[src/rtl/tfhn_pkg.sv]
// shared types and constants for the triangle floor height and normal unit
// no dependencies; used by the top level, the multiplier and the divider
package tfhn_pkg;

  // shared multiplier operand and product widths
  localparam int MulAW  = 21;
  localparam int MulBW  = 17;
  localparam int ProdW  = MulAW + MulBW;

  // divider widths: wrapped plane numerator and normal y
  localparam int NumW   = 32;
  localparam int DenW   = 21;

  // command codes
  localparam logic [1:0] CMD_TABLE  = 2'd0;
  localparam logic [1:0] CMD_VERTEX = 2'd1;
  localparam logic [1:0] CMD_EVAL   = 2'd2;

  typedef enum logic [3:0] {
    ST_IDLE,
    ST_AREA,
    ST_MAG,
    ST_NORM,
    ST_TRD,
    ST_SCALE,
    ST_CROSS,
    ST_PLANE,
    ST_DIV,
    ST_FIN
  } state_t;

endpackage

[src/rtl/tfhn_mul.sv]
// shared signed multiplier with a registered product
// depends on tfhn_pkg for operand widths
module tfhn_mul (
  input  logic                                clk,
  input  logic signed [tfhn_pkg::MulAW-1:0]   a,
  input  logic signed [tfhn_pkg::MulBW-1:0]   b,
  output logic signed [tfhn_pkg::ProdW-1:0]   p
);

  always_ff @(posedge clk) begin
    p <= tfhn_pkg::ProdW'(a) * tfhn_pkg::ProdW'(b);
  end

endmodule

[config.mk]
export PLATFORM = sky130hd
export DESIGN_NAME = tfhn_mul
export DESIGN_NICKNAME = d
export VERILOG_FILES = /design/src/rtl/tfhn_pkg.sv /design/src/rtl/tfhn_mul.sv
export SDC_FILE = /design/constraint.sdc
export NUM_CORES = 1
export LEC_CHECK = 0
export BUFFER_PORTS_ARGS = -buffer_cell sky130_fd_sc_hd__buf_4
export CAP_MARGIN = 20
export CORE_UTILIZATION = 58
export DETAILED_ROUTE_END_ITERATION = 10
export GPL_ROUTABILITY_DRIVEN = 0
export GPL_TIMING_DRIVEN = 0
export PLACE_DENSITY = 0.76
export SYNTH_ARGS = -nofsm -noshare
export SYNTH_HDL_FRONTEND = slang
export SYNTH_SLANG_ARGS = --single-unit
[constraint.sdc]
create_clock -name clk -period 7.3 [get_ports clk]
set_input_delay 0.365 -clock clk [delete_from_list [all_inputs] [get_ports clk]]
set_output_delay 0.365 -clock clk [all_outputs]
set_load 0.005 [all_outputs]
======== After elaboration in Yosys (flattened, before gate mapping) ========
Index checks and enable logic that the tools add are counted.
word-level totals
  flip-flop bits (word level) ............. 38
  latch bits .............................. 0
  bits in writable memories ............... 0
  bits in read-only memories .............. 0
  output and inout bits ................... 38
  logic and storage cells ................. 2
  memories ................................ 0
cells by class
  add/sub/neg operators ................... 0
  $mul .................................... 1
  divide/modulo/power cells ............... 0
  order comparisons ....................... 0
  eq/ne operators ......................... 0
  shift operators ......................... 0
  muxes and demuxes ....................... 0
  bitwise gates (word level) .............. 0
  reduce and logical (&&, ||, !) cells .... 0
operators by type and width
  operator          count
  $mul A21 B17 Y38  1

======== Longest topological paths before layout ========
  depth after elaboration ................. 1
  mapped depth ............................ 25
  gate-level depth less buffers ........... 23

======== Least setup slack after synthesis ========
No wires, ideal clock.
  path type ............................... input -> register
  from .................................... input port a[18] in the netlist's numbering
  to ...................................... register p[37] in the netlist's numbering
  arrival ................................. 6.030 ns
  data required time ...................... 7.173 ns
  path slack .............................. 1.143 ns
  stages on the path ...................... 24
  buffers on the path ..................... 2
  cells stage by stage .................... clkbuf_1 nand2_1 fa_1 inv_1 fa_1 inv_1 fa_1 inv_1 fa_1 fa_1 inv_1 fa_1 inv_1 ha_1 buf_4 nand4_1 inv_1 a211oi_1 o21a_1 or3b_1 or3b_1 a21o_1 nand3_1 or3b_1
between the ends
  cells in the longest elaborated chain, start to end .. 1
ends and longest elaborated chain
  what                  RTL line        source
  start, declared       tfhn_mul.sv:5   input logic signed [tfhn_pkg::MulAW-1:0] a,
  $mul A21 B17 Y38      tfhn_mul.sv:11  p <= tfhn_pkg::ProdW'(a) * tfhn_pkg::ProdW'(b);
  end signal, assigned  tfhn_mul.sv:11
  end, declared         tfhn_mul.sv:7   output logic signed [tfhn_pkg::ProdW-1:0] p
No other way between the ends.

======== Worst setup path after layout ========
  from .................................... input port b[5] in the netlist's numbering
  to ...................................... register p[36] in the netlist's numbering
between the ends
  cells in the longest elaborated chain, start to end .. 1
ends and longest elaborated chain
  what              RTL line        source
  start, declared   tfhn_mul.sv:6   input logic signed [tfhn_pkg::MulBW-1:0] b,
  $mul A21 B17 Y38  tfhn_mul.sv:11
No other way between the ends.

==> flow_metrics.tcl <==
set metrics [dict create \
    initial_core_util_pct 59.2 \
    setup_violations 0 \
    critical_path.slowest_cell "clkbuf_1" \
    track_usage_pct 30.8 \
    arrival_ps 7270 \
    maxSlewHeadroom_pct 43.2 \
    cp_max_fo 10 \
    clk_path_buf_depth 2 \
    cts_sinks 38 \
    syn-num-nets 2003 \
    vias_per_cell 5.41 \
    grt_pass1_vias 11000 \
    yosysTopAreaCellShare_pct 51.3 \
    cts_tree "built" \
    setup_tns_ps 0 \
    ys_async_sr_fraction_pct 0 \
    synth_edf_count 0 \
    yosysTopAreaCell "fa_1" \
    post-place-ws_ps 6.55 \
    postLayoutCellArea_um2 15100 \
    synth.area.top_cells "fa_1 51%, inv_1 11%, ha_1 8.4%" \
    min_to "p[0]$_DFF_P_" \
    run_status "completed" \
    h-tree-depth 2 \
    top_register "p" \
    synth_seq_cells 38 \
    fin_crit_sh_pct 96.4 \
    ys.warnings.count 0 \
    seq_area_frac_synth_pct 5.47 \
    fin_ws_ps 266 \
    ctsResizeCount 0 \
    rsz0062_at_grt "false" \
    largest_reg_flops 38 \
    worst_pin_slew_ps 852 \
    fin_crit_ps 7030 \
    slew_viol_final 0 \
    antenna_found_initial 1 \
    syn_area_um2 13900 \
    grt_max_degree 14 \
    gr-total-overflow 0 \
    worstHoldPathType "input port to register" \
    cpMostUsedCell "fa_1" \
    cp.buffers_inverters 8 \
    drt_wl_total_um 35100 \
    cpPeakStageDelay_ps 610 \
    cts-buffers-inserted 5 \
    num_io_pins 77 \
    dr.first_iter.drc_count 621 \
    ys.flop_type "dfxtp_1" \
    cp-end-kind "register" \
    rows 56 \
    fmax_mhz 142 \
    drc 0 \
    crit_family "adder cells" \
    dr.pass1.iters 5 \
    layout.nets 2083 \
    path_clk_slew_ps 60 \
    cts_root_buffer "clkbuf_16" \
    worstPathRequired_ps 7530 \
    ant_nets 0 \
    hold_start "a[0]" \
    final_hold_viol_count 0 \
    worst-setup-path-type "input port to register" \
    core_region_area_um2 23500 \
    cap_violations 0 \
    grt_first_pass_wirelength_um 56000 \
    dpl_cell_area_um2 14900 \
    die_h_um 157 \
    fp.dieW_um 157 \
    vias 10400 \
    holdPathStages 2 \
    synth.avg_cell_area_um2 9.17 \
    hpwl_um 29900 \
    yosysUniqueCellTypes 47 \
    dieArea_um2 24600 \
    cp-start-kind "input port" \
    wl_per_cell_um 18.3 \
    portBuffers 76 \
    largest_registers "p (38)" \
    drive_gt1_share_pct 5.64 \
    area_delta_synth_final_pct 8.31 \
    synthCells 1515 \
]
## worst max path at each step
stage / startpoint / to / cells past startpoint
detailed placement: a[13] / p[36]$_DFF_P_ / 25
CTS: a[13] / p[36]$_DFF_P_ / 25
floorplan: a[18] / p[37]$_DFF_P_ / 24
global route: b[5] / p[36]$_DFF_P_ / 25
global placement: a[13] / p[36]$_DFF_P_ / 25
finish: b[5] / p[36]$_DFF_P_ / 25
## cell usage in the layout, fill, tap and decap left out, types with 2 or more instances in the layout
master       n
nand3_1     11
o311ai_0     2
nand2_1    190
ha_1        93
a21o_1      16
and3_1       5
and2_1     166
nor4_1       2
xnor2_1     26
nor2_1      37
nand2b_1     8
or3b_1       3
o2111ai_1    2
a21oi_1     29
a31oi_1      3
bufinv_16    2
xor2_1       8
fa_1       356
nor2b_1      4
o21a_1       7
inv_1      392
o31ai_1      4
clkbuf_1    54
nor3_1       8
a211o_1      2
nand4_1      4
a211oi_1     3
o21ai_0     15
clkbuf_16    5
or3_1        5
dfxtp_1     38
buf_4       77
o21bai_1     2
## cell type report
| type | instances | area [um^2] |
|---|---|---|
| multi-input cells | 1025 | 11400 |
| fillers | 1976 | 8420 |
| inverters | 392 | 1470 |
| flip-flops and latches | 38 | 761 |
| repair buffers | 76 | 571 |
| well taps | 319 | 399 |
| plain buffers | 57 | 219 |
| clock buffers | 5 | 125 |
| clock inverters | 3 | 68.8 |
| diodes | 1 | 2.50 |
## cell usage after synthesis, types with 2 or more instances
| library cell | n |
|---|---|
| o31ai_1 | 4 |
| o21bai_1 | 2 |
| o21a_1 | 7 |
| o21ai_0 | 15 |
| o311ai_0 | 2 |
| a211o_1 | 2 |
| nand2_1 | 190 |
| nor2b_1 | 4 |
| nand2b_1 | 8 |
| nor4_1 | 2 |
| nand3_1 | 11 |
| a21oi_1 | 29 |
| clkbuf_1 | 57 |
| a21o_1 | 16 |
| a211oi_1 | 3 |
| nand4_1 | 4 |
| nor2_1 | 37 |
| or3_1 | 5 |
| and3_1 | 5 |
| dfxtp_1 | 38 |
| and2_1 | 166 |
| ha_1 | 93 |
| o2111ai_1 | 2 |
| nor3_1 | 8 |
| inv_1 | 392 |
| a31oi_1 | 3 |
| or3b_1 | 3 |
| xor2_1 | 8 |
| xnor2_1 | 26 |
| fa_1 | 356 |
## repair_timing
item                                    CTS  global route
buffers inserted                          0             0
hold buffers                              0             0
endpoints found under the hold margin     0             0
endpoints found under the setup margin    0             2
## kinds of logic (layout without fill, tap and decap cells)
kind of cell / count (synthesis) / after routing / synth area share, %
xor+xnor: 34 / 34 / 2.14
mux: 2 / 2 / 0.153
buf+inv: 452 / 533 / 12.2
flops: 38 / 38 / 5.47
compound gates: 94 / 94 / 4.43
fa+ha+maj: 449 / 449 / 59.7
simple gates: 446 / 446 / 15.9
other cells: 0 / 1 / 0
## stage by stage
stage / instances / util, % / hold slack (ps)
floorplan: 1515 / - / 492
global placement: 1910 / 63.3 / 744
detailed placement: 1910 / 63.3 / 744
CTS: 1918 / 64.2 / 481
global route: 1915 / 64.1 / 462
finish: 1916 / 64.1 / 483
## layer usage
layer	track usage (%)	part of all wire, %
met1	37.1	37
met2	53.9	50
met3	5.26	7.5
met4	14.1	5.4
met5	0	0.065
Power is not shown: default switching activity piles up to over one toggle a cycle in this logic, so the estimate is an artifact.
