`config.mk`:
```
export PLATFORM = sky130hd
export DESIGN_NAME = tfhn_div
export DESIGN_NICKNAME = d
export VERILOG_FILES = /design/src/rtl/tfhn_pkg.sv /design/src/rtl/tfhn_div.sv
export SDC_FILE = /design/constraint.sdc
export NUM_CORES = 1
export LEC_CHECK = 0
export ABC_AREA = 0
export ABC_CLOCK_PERIOD_IN_PS = 4019
export BUFFER_PORTS_ARGS = -buffer_cell sky130_fd_sc_hd__buf_2
export CORE_AREA = 2 2 105 107
export DETAILED_ROUTE_END_ITERATION = 8
export DIE_AREA = 0 0 107 109
export PLACE_DENSITY_LB_ADDON = 0.05
export SLEW_MARGIN = 20
export SYNTH_ARGS = -nofsm -noshare
export SYNTH_HDL_FRONTEND = slang
export SYNTH_SLANG_ARGS = --single-unit
```
`constraint.sdc`:
```
create_clock -name clk -period 4.02 [get_ports clk]
set_input_delay 1.005 -clock clk [delete_from_list [all_inputs] [get_ports clk]]
set_output_delay 1.005 -clock clk [all_outputs]
set_load 0.01 [all_outputs]
```
`src/rtl/tfhn_pkg.sv`:
```
// shared types and constants for the triangle floor height and normal unit
// no dependencies; used by the top level, the multiplier and the divider
package tfhn_pkg;

  // shared multiplier operand and product widths
  localparam int MulAW  = 21;
  localparam int MulBW  = 17;
  localparam int ProdW  = MulAW + MulBW;

  // divider widths: wrapped plane numerator and normal y
  localparam int NumW   = 32;
  localparam int DenW   = 21;

  // command codes
  localparam logic [1:0] CMD_TABLE  = 2'd0;
  localparam logic [1:0] CMD_VERTEX = 2'd1;
  localparam logic [1:0] CMD_EVAL   = 2'd2;

  typedef enum logic [3:0] {
    ST_IDLE,
    ST_AREA,
    ST_MAG,
    ST_NORM,
    ST_TRD,
    ST_SCALE,
    ST_CROSS,
    ST_PLANE,
    ST_DIV,
    ST_FIN
  } state_t;

endpackage

```
`src/rtl/tfhn_div.sv`:
```
// iterative signed divider, one quotient bit a cycle, truncating toward zero
// depends on tfhn_pkg for operand widths
module tfhn_div (
  input  logic                               clk,
  input  logic                               rst,
  input  logic                               start,
  input  logic signed [tfhn_pkg::NumW-1:0]   num,
  input  logic signed [tfhn_pkg::DenW-1:0]   den,
  output logic                               done,
  output logic [tfhn_pkg::NumW-1:0]          quot
);

  localparam int CntW = $clog2(tfhn_pkg::NumW);

  logic                        busy;
  logic [CntW-1:0]             cnt;
  logic [tfhn_pkg::DenW-1:0]   rem;
  logic [tfhn_pkg::DenW-1:0]   dmag;
  logic [tfhn_pkg::NumW-1:0]   quo;
  logic                        neg;
  logic [tfhn_pkg::DenW:0]     rsh;
  logic                        ge;
  logic [tfhn_pkg::DenW:0]     rdiff;

  assign rsh   = {rem, quo[tfhn_pkg::NumW-1]};
  assign ge    = rsh >= {1'b0, dmag};
  assign rdiff = rsh - {1'b0, dmag};
  assign quot  = neg ? (tfhn_pkg::NumW'(0) - quo) : quo;

  always_ff @(posedge clk) begin
    if (rst) begin
      busy <= 1'b0;
      done <= 1'b0;
      cnt  <= '0;
    end else begin
      done <= 1'b0;
      if (start) begin
        busy <= 1'b1;
        cnt  <= '0;
      end else if (busy) begin
        cnt <= cnt + 1'b1;
        if (cnt == CntW'(tfhn_pkg::NumW - 1)) begin
          busy <= 1'b0;
          done <= 1'b1;
        end
      end
    end
  end

  always_ff @(posedge clk) begin
    if (start) begin
      rem  <= '0;
      quo  <= num[tfhn_pkg::NumW-1] ? (tfhn_pkg::NumW'(0) - num) : num;
      dmag <= den[tfhn_pkg::DenW-1] ? (tfhn_pkg::DenW'(0) - den) : den;
      neg  <= num[tfhn_pkg::NumW-1] ^ den[tfhn_pkg::DenW-1];
    end else if (busy) begin
      rem <= ge ? rdiff[tfhn_pkg::DenW-1:0] : rsh[tfhn_pkg::DenW-1:0];
      quo <= {quo[tfhn_pkg::NumW-2:0], ge};
    end
  end

endmodule
```
Yosys cells after proc, flatten, opt, wreduce, memory -nomap -nowiden
Index checks and enable logic that the tools add are counted.
{"block": "totals", "ff_bits": 82, "out_inout_bits": 33, "input_bits": 56}
{"block": "op_classes", "eq_ne": 1, "n_lt_le_gt_ge": 1, "addsub": 5, "n_reduce_logical": 3, "mux": 10, "bitwise_logic": 2}
{"operator": "$mux W32", "n": 4}
{"operator": "$sub A1 B32 Y32 const A", "n": 2}
{"operator": "$ge A22 B21 Y1", "n": 1}
{"operator": "$mux W21", "n": 1}
{"operator": "$sub A1 B21 Y21 const A", "n": 1}
{"operator": "$sub A21 B21 Y21", "n": 1}
{"operator": "$mux W20", "n": 1}
{"operator": "$add A5 B1 Y5 const B", "n": 1}
{"operator": "$eq A5 B5 Y1 const B", "n": 1}
{"operator": "$mux W1", "n": 4}
{"operator": "$reduce_or A3 Y1", "n": 1}
{"operator": "$reduce_bool A2 Y1", "n": 1}
{"operator": "$reduce_or A2 Y1", "n": 1}
{"operator": "$not A1 Y1", "n": 1}
{"operator": "$xor A1 B1 Y1", "n": 1}

Longest topological paths before layout
{"block": "logic_depth", "ltp_word": 4, "ltp_mapped": 13, "mapped_depth_nobuf": 11}

Worst setup path after synthesis
No wires, ideal clock.
{"block": "synth_path", "path_kind": "reg2out", "startpoint": "register quo[10] in the netlist's numbering", "endpoint": "output port quot[26] in the netlist's numbering", "slack_ns": 0.431, "path_buffers": 0, "path_stages_with_launch": 8, "t_arrival_ns": 2.584, "cell_sequence": "edfxtp_1 > or4_4 > nor4_4 > nand2b_1 > or4_4 > or4_4 > o41ai_2 > xnor2_1"}
{"block": "synth_between", "elab_chain_cells": 2}
{"item": "start, declared", "line_no": "tfhn_div.sv:19", "rtl": "logic [tfhn_pkg::NumW-1:0] quo;"}
{"item": "start signal, assigned", "line_no": "tfhn_div.sv:53", "rtl": "quo <= num[tfhn_pkg::NumW-1] ? (tfhn_pkg::NumW'(0) - num) : num;"}
{"item": "start signal, assigned", "line_no": "tfhn_div.sv:58", "rtl": "quo <= {quo[tfhn_pkg::NumW-2:0], ge};"}
{"item": "$sub A1 B32 Y32", "line_no": "tfhn_div.sv:28", "rtl": "assign quot = neg ? (tfhn_pkg::NumW'(0) - quo) : quo;"}
{"item": "$mux W32", "line_no": "tfhn_div.sv:28"}
{"item": "end, declared", "line_no": "tfhn_div.sv:10", "rtl": "output logic [tfhn_pkg::NumW-1:0] quot"}
No other way between the ends.

Worst setup path after layout
{"block": "layout_path", "startpoint": "register quo[9] in the netlist's numbering", "endpoint": "output port quot[29] in the netlist's numbering"}
The elaborated chain is that of the path after synthesis.

==> flow_results.org <==
** Worst setup path
- In this run the worst path has a maximum fanout of 5.
- STA puts the critical path data arrival time at 3090 ps.
- Critical Path Sink Type :: output pin
- For the worst setup path, the data required time is 3010 ps.
- The largest single stage delay on the critical path is 550 ps.
- R2R cell count :: 12
- The worst setup path is launched from a register.
- Worst setup path class :: reg -> out
- The number of buffers and inverters on the critical path is 1.
- CP top delay family :: simple AND/OR/NAND/NOR gates
- In this run the critical register-to-register path is captured at rem[20].
- The slowest stage of the critical path belongs to the cell sky130_fd_sc_hd__or4_4.
- Top cell by count, worst path :: sky130_fd_sc_hd__or4_4
- The signal on the critical path passes through or4_4, nor4_4, nand3_2, or4_4, or4_4, o41ai_4, xnor2_1, buf_2.
- The startpoint identified for the worst register-to-register timing path is quo[31].
- In this run the number of cells on the critical path is 8.
- The setup check on the worst reg-to-reg path leaves a slack of 830 ps.

** Floorplanning
- Chip Width :: 107 µm
- Starting density of the core :: 56.3%
- Site Rows :: 38
- The die is 109 µm tall.
- Number of primary I/O pins :: 89
- The core region is 10,600 µm².
- The die covers 11,700 µm².

** Final layout
- Antenna diode instance count :: 0
- Cells with a size suffix above 1 make up 19.0% of the layout.
- Counting the fill cells in the layout gives 915.
- Leaving out fill and tap cells, the most frequent cell in the layout is sky130_fd_sc_hd__buf_2.
- Number of nets in the layout :: 845
- Leaving out filler cells and counting taps, the final layout contains 907.
- In the layout the commonest cells are sky130_fd_sc_hd__buf_2, sky130_fd_sc_hd__nand2_1, sky130_fd_sc_hd__nor2_1.
- Area of combinational cells with multiple inputs :: 3570 µm²
- Combined flip-flop and latch cell area :: 2180 µm²
- Once layout is complete, the utilization of the core stands at 64.6%.
- Synthesis-to-layout area growth :: 14.7%

** Power
- The analysis attributes to net switching a power of 0.000833 W.
- Power per standard cell area :: 352 nW/µm²
- Net switching is 34.6% of the power.
- Per report_power, the sequential group accounts for 44.7% of the total.
- In this run, the clock network consumes 24.2% of the power.
- Max VDD drop :: 164 µV
- Combinational logic is responsible for 31.0% of the overall power.
- Summed over all cells, the static leakage comes to 2.72 nW.
- Internal Power :: 0.00158 W

** Route
- Using the TritonRoute via totals, the vias-per-cell ratio works out to 5.70.
- 1st-iter DRT viols :: 334
- Detail Route Antenna Nets :: 0
- Routed Wire Length :: 13,600 µm
- The routed layout has 5,173 vias.
- Detailed-route DRC error count :: 0
- The pre-antenna-repair detailed-routing pass consisted of 5 iterations.
- After detailed routing, the average wire length per cell comes to 15.0 µm.

** Synth
- Yosys warning count :: 0
- Post-synthesis instance area :: 5970 µm²
- Counting every instance in the synthesized netlist gives 674.
- #FFs+latches synth :: 82
- In this run, distinct cell masters in the synthesized netlist total 63.
- The synthesized design contains 54 enable-type register cells.
- Post-synthesis average cell area :: 8.86 µm²
- Share of flip-flops with an asynchronous set or reset after synthesis :: 0%
- Among all flip-flop cells after synthesis, the most frequent one is sky130_fd_sc_hd__edfxtp_1.
- Proportion of synthesized chip area in sequential cells :: 36.5%
- Syn Nets :: 757

** STA
- The final number of hold-violating endpoints is 0.
- Post-Route Skew :: 13.9 ps
- Max Freq :: 244 MHz
- Final period util :: 102%
- Across all setup checks in the final design, the least slack found is -70.9 ps.
- For the pin with the worst max-slew slack, the measured transition is 718 ps.
- Setup_tns :: -343 ps
- Setup violations remaining at the end of the flow were counted as 8.
- Count of final max-slew check failures :: 0
- Shortest period the worst path allows :: 4090 ps
- Slew Limit Headroom :: 50.9%
- Setup repair after global routing missed its margin :: true

** Place
- Detail Placement HPWL :: 10,300 µm
- Once placement completed, the tool counted placed cells totaling 882.
- The count of buffers added on input and output ports is 88.
- Placer Congestion :: 0.840

** Global routing
- Global routing used 24.1% of the available tracks across all layers.
- Entering global routing, the biggest net connects 43 pins.
- Final global-route overflow total :: 0
- First-pass GRT wire length :: 22,500 µm
- The via count of the first global-routing pass was 4,901.
- The number of antenna violations at the first check in global routing was 0.

** Clock tree
- TritonCTS clock tree :: done
- Clock Tree Buf Depth :: 2
- Number of clock buffers inserted by TritonCTS :: 9
- Cell at the root of the clock tree :: sky130_fd_sc_hd__clkbuf_8
- CTS Sinks :: 82
- After clock tree synthesis, the flow added hold-fix buffers numbering 0.
- H-tree depth reported by CTS :: 3
- After clock tree synthesis, the clock-pin slew on the worst setup and hold paths is 100 ps.
- Clock Latency Late Sink :: 370 ps

** Run status
- Violated checks :: setup timing
- The flow ran to the end, but the final reports show violations.

** Worst hold path
- HP Start :: rem[7]
- Destination of the worst hold path :: rem[8]
- Along the worst hold path, the cell count comes to 2.
- In this run the worst hold path is classified as reg -> reg.

** Run
- Number of maximum-capacitance constraint violations :: 0
==> power groups by stage <==
stage	clock network, W	logic, W	registers (W)
final	0.000584	0.000748	0.00108
after global routing	0.000622	0.000834	0.00109
after CTS	0.000595	0.000740	0.00108
after detailed placement	0	0.000722	0.00110
after global placement	0	0.000709	0.00110
after floorplan	0	0.000522	0.00107
==> sequential cells by signal (all words and copies together), names as in the netlist <==
register / cells
cnt: 5
rem: 21
neg: 1
done: 1
dmag: 21
quo: 32
busy: 1
==> how the worst max path moves through the flow <==
stage | start | end | slack (ps)
CTS | quo[9] | quot[26] | -110
floorplan | quo[10] | quot[26] | 430
detailed placement | quo[9] | quot[24] | 190
global placement | quo[10] | quot[29] | 260
finish | quo[9] | quot[29] | -70
global route | quo[10] | quot[26] | -230
==> layer usage <==
layer | share of wire (%) | up-vias | global-route usage [%]
met2 | 49 | 159 | 42.2
met3 | 4.3 | 25 | 2.21
met5 | 0 | - | 0
li1 | - | 2614 | -
met4 | 2.4 | 0 | 10.4
met1 | 45 | 2375 | 30.4
==> worst register-to-register path: stages, from the launching register on <==
cell	delay [ps]
sky130_fd_sc_hd__edfxtp_1	450
sky130_fd_sc_hd__inv_1	110
sky130_fd_sc_hd__ha_1	170
sky130_fd_sc_hd__inv_1	50
sky130_fd_sc_hd__fa_1	410
sky130_fd_sc_hd__a21o_1	220
sky130_fd_sc_hd__a221oi_1	250
sky130_fd_sc_hd__buf_4	190
sky130_fd_sc_hd__nor3_1	60
sky130_fd_sc_hd__nor3_1	390
sky130_fd_sc_hd__nor3b_1	110
sky130_fd_sc_hd__or4_1	410
sky130_fd_sc_hd__a311oi_1	260
==> cells by family after synthesis <==
group / after synthesis / share of synthesized area, %
AOI/OAI and AO/OA: 176 / 19.5
xor gates and xnor gates: 95 / 13.9
adders and majority gates: 27 / 5.78
buffers and inverters: 67 / 4.32
DFF: 82 / 36.5
muxes: 7 / 1.26
and+or+nand+nor: 220 / 18.7
==> metrics by stage <==
stage | setup WS, ps | area, µm² | power [W] | hold WS [ps]
6_report | -70.9 | 6850 | 0.00241 | 496
5_1_grt | -232 | 6850 | 0.00255 | 522
4_1_cts | -110 | 6810 | 0.00241 | 506
3_5_place_dp | 191 | 6550 | 0.00182 | 495
3_3_place_gp | 258 | 6550 | 0.00180 | 480
2_1_floorplan | 431 | 5970 | 0.00159 | 464
==> cell type report <==
type / count / share of cell area [%]
Inverter: 37 / 2.03
Multi-Input combinational cell: 525 / 52.2
Sequential cell: 82 / 31.9
Clock buffer: 10 / 2.01
Timing Repair Buffer: 107 / 8.66
Tap cell: 140 / 2.56
Clock inverter: 6 / 0.713
==> cell usage after synthesis, types with 4 or more instances <==
cell type	n	share of area (%)
sky130_fd_sc_hd__a311oi_1	14	2.1
sky130_fd_sc_hd__a21o_1	7	0.88
sky130_fd_sc_hd__or3_1	14	1.5
sky130_fd_sc_hd__nor2_1	64	4.0
sky130_fd_sc_hd__inv_1	37	2.3
sky130_fd_sc_hd__nor2b_1	8	0.84
sky130_fd_sc_hd__o21ai_0	47	3.9
sky130_fd_sc_hd__o41ai_1	6	0.88
sky130_fd_sc_hd__or4_1	10	1.3
sky130_fd_sc_hd__xor2_1	36	5.3
sky130_fd_sc_hd__clkbuf_1	18	1.1
sky130_fd_sc_hd__a21oi_1	47	3.9
sky130_fd_sc_hd__and3_1	5	0.52
sky130_fd_sc_hd__xnor2_1	59	8.7
sky130_fd_sc_hd__edfxtp_1	54	27
sky130_fd_sc_hd__nand2b_1	9	0.94
sky130_fd_sc_hd__ha_1	26	5.4
sky130_fd_sc_hd__o31ai_1	19	2.4
sky130_fd_sc_hd__buf_1	9	0.57
sky130_fd_sc_hd__nand2_1	66	4.1
sky130_fd_sc_hd__dfxtp_1	28	9.4
sky130_fd_sc_hd__nand3_1	8	0.67
sky130_fd_sc_hd__mux2_2	4	0.75
sky130_fd_sc_hd__o21a_1	6	0.75
sky130_fd_sc_hd__nor3_1	8	0.67
sky130_fd_sc_hd__or4_4	4	0.75
==> timing repair <==
action / CTS / global route
buffers inserted: 8 / 0
resized for setup: 3 / 4
pin swaps: 3 / 1
endpoints found under the hold margin: 0 / 0
setup endpoints to repair: 9 / 9
Note: power is estimated with default switching activity, not from simulation.
